<file path="src/hw/rtl/hob_pkg.sv">
// hob_pkg: shared types and constants of the horizon occlusion buffer
// transaction structs, operation codes, datapath widths and walk control structs
// no dependencies
package hob_pkg;

	// field and datapath widths
	localparam int COORD_W = 24;
	localparam int CFG_W   = 11;
	localparam int SLOPE_W = 32;
	localparam int ACC_W   = 50;
	localparam int IX_W    = 17;
	localparam int XW      = 26;
	localparam int NUM_W   = 40;
	localparam int DEN_W   = 24;
	localparam int PROD_W  = 57;

	// operation codes
	localparam logic [1:0] OP_INSERT = 2'd0;
	localparam logic [1:0] OP_TEST   = 2'd1;
	localparam logic [1:0] OP_CLEAR  = 2'd2;
	localparam logic [1:0] OP_NONE   = 2'd3;

	// height limits and register reset
	localparam logic signed [COORD_W-1:0] HEIGHT_MIN = 24'sh800000;
	localparam logic [CFG_W-1:0] WIDTH_RESET = 11'd1024;

	// input transaction
	typedef struct packed {
		logic [1:0]                operation;
		logic signed [COORD_W-1:0] start_x;
		logic signed [COORD_W-1:0] start_y;
		logic signed [COORD_W-1:0] end_x;
		logic signed [COORD_W-1:0] end_y;
	} hob_in_t;

	// result transaction
	typedef struct packed {
		logic hidden;
		logic was_test;
	} hob_out_t;

	// command to the column walker
	typedef struct packed {
		logic                      go;
		logic                      clear;
		logic                      is_test;
		logic signed [IX_W-1:0]    first_col;
		logic signed [IX_W-1:0]    last_col;
		logic signed [ACC_W-1:0]   y_start;
		logic signed [SLOPE_W-1:0] slope;
	} hob_walk_cmd_t;

	// status from the column walker
	typedef struct packed {
		logic busy;
		logic done;
		logic hidden;
	} hob_walk_sts_t;

endpackage

</file>
<file path="src/hw/rtl/hob_slope_div.sv">
// hob_slope_div: radix-2 restoring divider for the segment slope
// one quotient bit per cycle, sign and 32-bit saturation at the end
// depends on hob_pkg
module hob_slope_div (
	input  logic                               clk,
	input  logic                               arst_n,
	input  logic                               start,
	input  logic [hob_pkg::NUM_W-1:0]          num,
	input  logic [hob_pkg::DEN_W-1:0]          den,
	input  logic                               neg,
	output logic                               done,
	output logic signed [hob_pkg::SLOPE_W-1:0] slope
);
	import hob_pkg::*;

	localparam int CNT_W = $clog2(NUM_W);

	typedef enum logic [1:0] {
		D_IDLE,
		D_RUN,
		D_SAT
	} div_state_t;

	div_state_t         state_q;
	logic [CNT_W-1:0]   cnt_q;
	logic [DEN_W-1:0]   rem_q;
	logic [NUM_W-1:0]   quo_q;
	logic [DEN_W-1:0]   den_q;
	logic               neg_q;
	logic               done_q;
	logic signed [SLOPE_W-1:0] slope_q;

	logic [DEN_W:0]     trial;
	logic [DEN_W:0]     diff;
	logic               ge;
	logic [DEN_W-1:0]   rem_next;
	logic               over_pos;
	logic               over_neg;

	// one restoring step
	always_comb begin
		trial    = {rem_q, quo_q[NUM_W-1]};
		diff     = trial - {1'b0, den_q};
		ge       = (trial >= {1'b0, den_q});
		rem_next = ge ? diff[DEN_W-1:0] : trial[DEN_W-1:0];
	end

	// saturation limits on the magnitude
	always_comb begin
		over_pos = |quo_q[NUM_W-1:SLOPE_W-1];
		over_neg = (|quo_q[NUM_W-1:SLOPE_W]) ||
			(quo_q[SLOPE_W-1] && (|quo_q[SLOPE_W-2:0]));
	end

	// sequencer and result register
	always_ff @(posedge clk or negedge arst_n) begin
		if (!arst_n) begin
			state_q <= D_IDLE;
			cnt_q   <= '0;
			done_q  <= 1'b0;
		end else begin
			done_q <= 1'b0;
			case (state_q)
				D_IDLE: begin
					if (start) begin
						rem_q   <= '0;
						quo_q   <= num;
						den_q   <= den;
						neg_q   <= neg;
						cnt_q   <= '0;
						state_q <= D_RUN;
					end
				end
				D_RUN: begin
					rem_q <= rem_next;
					quo_q <= {quo_q[NUM_W-2:0], ge};
					cnt_q <= cnt_q + 1'b1;
					if (cnt_q == CNT_W'(NUM_W - 1)) begin
						state_q <= D_SAT;
					end
				end
				D_SAT: begin
					if (neg_q) begin
						slope_q <= over_neg ? {1'b1, {(SLOPE_W-1){1'b0}}} :
							-$signed(quo_q[SLOPE_W-1:0]);
					end else begin
						slope_q <= over_pos ? {1'b0, {(SLOPE_W-1){1'b1}}} :
							$signed(quo_q[SLOPE_W-1:0]);
					end
					done_q  <= 1'b1;
					state_q <= D_IDLE;
				end
				default: begin
					state_q <= D_IDLE;
				end
			endcase
		end
	end

	assign done  = done_q;
	assign slope = slope_q;

	// start only lands on an idle divider
	assert property (@(posedge clk) disable iff (!arst_n)
		start |-> (state_q == D_IDLE))
		else $error("divider started while busy");

	// the result follows the last quotient bit
	assert property (@(posedge clk) disable iff (!arst_n)
		done |-> $past(state_q == D_SAT))
		else $error("divider done out of sequence");

	// remainder stays below the divisor while running
	assert property (@(posedge clk) disable iff (!arst_n)
		(state_q == D_RUN) |-> (rem_q < den_q))
		else $error("divider remainder out of range");

endmodule

</file>
<file path="config.mk">
export PLATFORM = sky130hd
export DESIGN_NAME = hob_slope_div
export DESIGN_NICKNAME = d
export VERILOG_FILES = /design/src/hw/rtl/hob_pkg.sv /design/src/hw/rtl/hob_slope_div.sv
export SDC_FILE = /design/constraint.sdc
export NUM_CORES = 1
export LEC_CHECK = 0
export ABC_AREA = 1
export BUFFER_PORTS_ARGS = -buffer_cell sky130_fd_sc_hd__buf_2
export CAP_MARGIN = 20
export CORE_ASPECT_RATIO = 0.5
export CORE_MARGIN = 1
export CORE_UTILIZATION = 35
export CTS_CLUSTER_SIZE = 24
export DETAILED_ROUTE_END_ITERATION = 10
export PLACE_DENSITY = 0.65
export SLEW_MARGIN = 40
export SYNTH_ARGS = -nofsm -noshare
export SYNTH_HDL_FRONTEND = slang
export SYNTH_SLANG_ARGS = --single-unit
</file>
<file path="constraint.sdc">
create_clock -name clk -period 4.59 [get_ports clk]
set_clock_uncertainty 0.05 [all_clocks]
set_input_delay 0 -clock clk [delete_from_list [all_inputs] [get_ports clk]]
set_output_delay 0 -clock clk [all_outputs]
set_load 0.005 [all_outputs]
</file>
# Word level (Yosys, flattened, before mapping)
# Cells that the tools add are included.
# op_classes
div_mod_pow	0
add_sub_neg	3
bitwise_logic	0
n_eq_ne	5
multipliers	0
n_lt_le_gt_ge	1
mux	14
reduce_logical	12
n_shift	0
# op_table
operator	count
$mux 32	3
$pmux 40 s2	1
$mux 24	2
$pmux 24 s2	1
$mux 40	1
$neg 32->32	1
$reduce_or 31->1	1
$ge 25x24->1	1
$sub 24x24->24	1
$pmux 6 s2	1
$reduce_or 9->1	1
$reduce_or 8->1	1
$add 6x1->6 const B	1
$eq 6x6->1 const B	1
$mux 6	1
$reduce_and 2->1	3
$reduce_and 3->1	2
$mux 2	2
$ne 2x2->1 const B	2
$pmux 2 s2	1
$eq 2x1->1 const B	1
$eq 2x2->1 const B	1
$logic_not 2->1	1
$reduce_bool 2->1	1
3 further kinds	3
# totals
ff_bits	130
ram_bits	0
n_memories	0
wordCells	43
latch_bits	0
rom_bits	0

# Logic depth before layout (Yosys ltp)
# depth
ltp_word	5
depth_mapped	15

# Worst setup path before layout
# OpenSTA, ideal clock, no wires.
# synth_path
path_type	register to register
startpoint	register state_q[1]
endpoint	register quo_q[0] (enable)
path_stages_with_launch	6
t_arrival_ns	3.490
slack_ns	0.564
path_buffers	0
required_time_ns	4.054
cell_sequence	dfrtp_1 > inv_1 > nand2_1 > clkinv_1 > nor2_1 > nor2_1
# synth_between
elab_chain_cells	3
word_cells_on_any_way	5
cone_classes	2 x eq/ne; 3 x reduce/logical
# synth_lines
element	line_no	rtl
start, declared	hob_slope_div.sv:24	div_state_t state_q;
start signal, assigned	hob_slope_div.sv:58	state_q <= D_IDLE;
start signal, assigned	hob_slope_div.sv:71	state_q <= D_RUN;
start signal, assigned	hob_slope_div.sv:79	state_q <= D_SAT;
$eq 2x1->1 / $logic_not 2->1 (equally long branches)	hob_slope_div.sv:63	case (state_q)
$reduce_bool 2->1 (no line) / $ne 2x2->1 (equally long branches)	n/a	
$reduce_and 3->1 (no line) *	n/a	
end signal, assigned	hob_slope_div.sv:67	quo_q <= num;
end signal, assigned	hob_slope_div.sv:76	quo_q <= {quo_q[NUM_W-2:0], ge};
end, declared	hob_slope_div.sv:27	logic [NUM_W-1:0] quo_q;
# Every way passes the cells marked *; elsewhere a longest branch is shown, timed or not.
# A chain may end at the register's enable or synchronous reset.

# Final worst setup path
# layout_path
startpoint	register rem_q[11]
endpoint	register rem_q[21] (data pin)
# layout_between
elab_chain_cells	3
word_cells_on_any_way	4
cone_classes	1 x add/sub; 1 x order compare; 2 x mux
# layout_lines
element	line_no	rtl
start, declared	hob_slope_div.sv:26	logic [DEN_W-1:0] rem_q;
start signal, assigned	hob_slope_div.sv:75	rem_q <= rem_next;
$sub 24x24->24 / $ge 25x24->1 (equally long branches)	hob_slope_div.sv:43, hob_slope_div.sv:44	
$mux 24 *	hob_slope_div.sv:45	rem_next = ge ? diff[DEN_W-1:0] : trial[DEN_W-1:0];
$pmux 24 s2 *	hob_slope_div.sv:63	
# Marks and branches as above.

==> metrics.md <==
| Metric | Value |
|---|---|
| Outcome | finished, final reports clean |
| Max-slew headroom | 51.4% |
| Die ar. | 0.0236 mm2 |
| Worst-case clock buffer depth | 2 |
| Area Overhead vs Synth | 26.0% |
| Power Total | 5.88 mW |
| Leakage Power | 4.57 nW |
| Die height | 109 um |
| Cell area power density | ~580 mW/mm2 |
| First-pass GRT wire length | approximately 32000 um |
| CP Data Required Time | approximately 4.7 ns |
| Cells after Synth | 986 |
| Hold Crit Class | in -> reg |
| Final Cell Area | 0.0101 mm2 |
| Buffers on Ports | 100 |
| IO Count | 101 |
| RSZ-0062 raised after global routing | false |
| Largest net degree at the start of global routing | 81 |
| Root Driver | clkbuf_16 |
| Post-CTS setup buffers | 0 |
| Initial DRC Count | slightly below 500 |
| Width of the die | 216 um |
| CP Capture Type | register |
| Core area | about 0.022 mm2 |
| Final Wtd Congestion | 0.861 |
| Sequential area share after synthesis | 48.1% |
| Routed WL | approximately 20000 um |
| Worst Tran Pin Value | between 0.7 and 0.8 ns |
| Yosys reg bits | 130 |
| Final setup TNS | 0 ns |
| Max-slew violation count | 0 |
| Crit path launch type | register |
| CP Class | reg -> reg |
| Via count | about 6900 |
| TritonCTS clock tree | done |
| Initial core utilization | around 36% |
| DR DRC count | 0 |
| Layout Cells excl Fill | 1470 |
| Total congestion overflow | 0 |
| Antenna cells | 0 |
| CTS resizes | 0 |
| Final setup viols | 0 |
| Row Count | 38 |
| Hold Fails Final Rpt | 0 |
| Worst-path clk slew | 0.06 ns |
| Post-route ant nets | 0 |
| Top_reg_cell synth | edfxtp_1 |
| Later-pin clock latency in the skew report | 0.43 ns |
| GRT Total Usage | 17.6% |
| Router iterations before antenna repair | 5 |
| Most used cell, CP | nand2_1 |
| Num CTS Buffers | 17 |
| Synth Net Count | 1081 |
| Fin util | 45.8% |
| Max_cap viols | 0 |
| DP Area | 0.00886 mm2 |
| Clk sink count | 130 |
| Ys Warns | 0 |
| Final min period | 2.58 ns |
| Crit Path Max Fanout | 43 |
| H-tree Lvls | 4 |
| Worst path cell trace | ha_1, nand2_1, inv_1, nand2_1, nand2_1, nand2_1, nand2_1, a21oi_2, nand3_4, nand2_2, nand2_1, nand2_1, inv_1 |
| Average wire per standard cell | 13.5 um |
| Async S/R FF share, synth | 6.92% |
| Hpwl dp | 14100 um |
| Share of layout cells above drive strength 1 | 15.3% |
| Via/cell ratio | 4.67 |
| Final worst path period share | 56.2% |
| Maximum VDD drop | 0.000201 V |
| Number of synthesized flops with an enable pin | ~120 |
| Nets | 1252 |
| Cts hold-fix bufs | 68 |
| Placed insts | 1370 |
| Vias in the first global route | 6725 |
| Initial antenna violation count | 0 |
| Fillers | 2196 |
| Mapped Avg Cell Area | 8.14 um2 |
| Mapped cell area | approximately 0.0080 mm2 |
| Highest clock rate | slightly below 0.4 GHz |
| CP arrival | 2.72 ns |
| CP max-delay cell | edfxtp_1 |
| Crit path largest cell delay | 0.41 ns |
| Distinct cells, synth | 43 |
-- metrics by stage --
step                hold slack (ns)  setup slack (ns)
floorplan                    -0.346             0.564
global placement             -0.188              1.89
detailed placement           -0.184              1.98
CTS                           0.201              1.97
global route                  0.216              1.69
finish                        0.224              2.01
-- critical path: cells and delay by family (launching register included) --
kind | cells | cell delay [ns]
adders and majority gates | 1 | 0.38
AOI/OAI and AO/OA | 1 | 0.20
buffers and inverters | 2 | 0.09
and+or+nand+nor | 9 | 1.22
DFF | 1 | 0.41
-- synth_stat cells, types with 3 or more instances --
master    instances  area share [%]
ha_1             26             4.1
nor2_1           94             4.4
nor2_4            3            0.42
inv_2             4            0.19
nor3_1            6            0.37
clkbuf_1         15            0.70
nand2_1         290              14
and2_1            3            0.23
nand3_1          45             2.8
a21oi_1          13            0.81
dfrtp_1           9             2.8
o21ai_1          23             1.4
xnor2_1          10             1.1
buf_6             6            0.84
inv_1           151             7.1
nor2_2            7            0.55
nand4_1          13             1.0
xor2_1           26             2.8
nand3b_1          3            0.28
o21ai_0          84             5.2
edfxtp_1        121              45
nand2_2           6            0.47
-- cells by family after synthesis --
family | synth area share [%]
AND/OR/NAND/NOR | 26.4
buffers and inverters | 9.01
flip-flops | 48.1
AO/OA/AOI/OAI | 8.29
XOR/XNOR | 3.93
adder cells (fa/ha/maj) | 4.30
-- layout make-up --
| cell class | instances | area [um2] | area share (%) |
|---|---|---|---|
| flip-flops and latches | 130 | 3860 | 38.2 |
| repair buffers | 175 | 1250 | 12.4 |
| clock inverters | 15 | 146 | 1.45 |
| inverters | 157 | 589 | 5.83 |
| well taps | 300 | 375 | 3.71 |
| multi-input cells | 676 | 3460 | 34.2 |
| clock buffers | 17 | 425 | 4.21 |
-- path summary, 6_finish.rpt --
| kind | start | endpoint | slack (ns) | cells past startpoint |
|---|---|---|---|---|
| setup / recovery | rem_q[11] | rem_q[21] | 2.01 | 13 |
| setup reg to reg | rem_q[11] | rem_q[21] | 2.01 | 13 |
| hold reg to reg | state_q[0] | done | 0.47 | 1 |
| min in group asynchronous | arst_n | done | 0.57 | 3 |
| max in group asynchronous | arst_n | cnt_q[2] | 3.63 | 3 |
| hold / removal | den[8] | den_q[8] | 0.22 | 2 |
-- registers in the layout, indices dropped and copies added, names as in the netlist --
| signal | count |
|---|---|
| cnt_q | 6 |
| den_q | 24 |
| done | 1 |
| neg_q | 1 |
| quo_q | 40 |
| rem_q | 24 |
| slope | 32 |
| state_q | 2 |
-- routing by layer --
metal,vias up,GRT usage (%),part of all wire [%]
met4,0,6.44,1.4
met1,3197,21.9,47
li1,3528,-,-
met3,18,3.49,3.2
met2,116,30.5,48
met5,-,0,0
-- layout by cell type (no fill, tap or decap), drive strengths merged --
cell         Yosys  layout
clkinvlp         0       3
dlygate4sd3      0      68
nor2b            1       1
a21oi           14      14
or2              1       1
nand3           49      49
clkbuf          15      17
clkinv           2       6
nor4             3       3
nand2          296     296
o21ai          109     109
and2             3       3
nor3             9       9
fa               1       1
nor2           104     104
o31a             1       1
nand4           14      14
a22o             1       1
o22ai            1       1
xnor2           10      10
nor3b            1       1
xor2            26      26
nand3b           4       4
buf              8     107
inv            155     162
edfxtp         121     121
ha              26      26
dfrtp            9       9
o31ai            1       1
bufinv           0       1
o21bai           1       1
-- where the power goes --
group	internal, mW	leakage (nW)	total (mW)	switching, mW
clock network	0.759	0.275	1.33	0.575
logic	0.900	3.05	2.54	1.64
registers	1.79	1.25	2.01	0.224
total	3.45	4.57	5.88	2.44
Note: power is estimated with default switching activity, not from simulation.
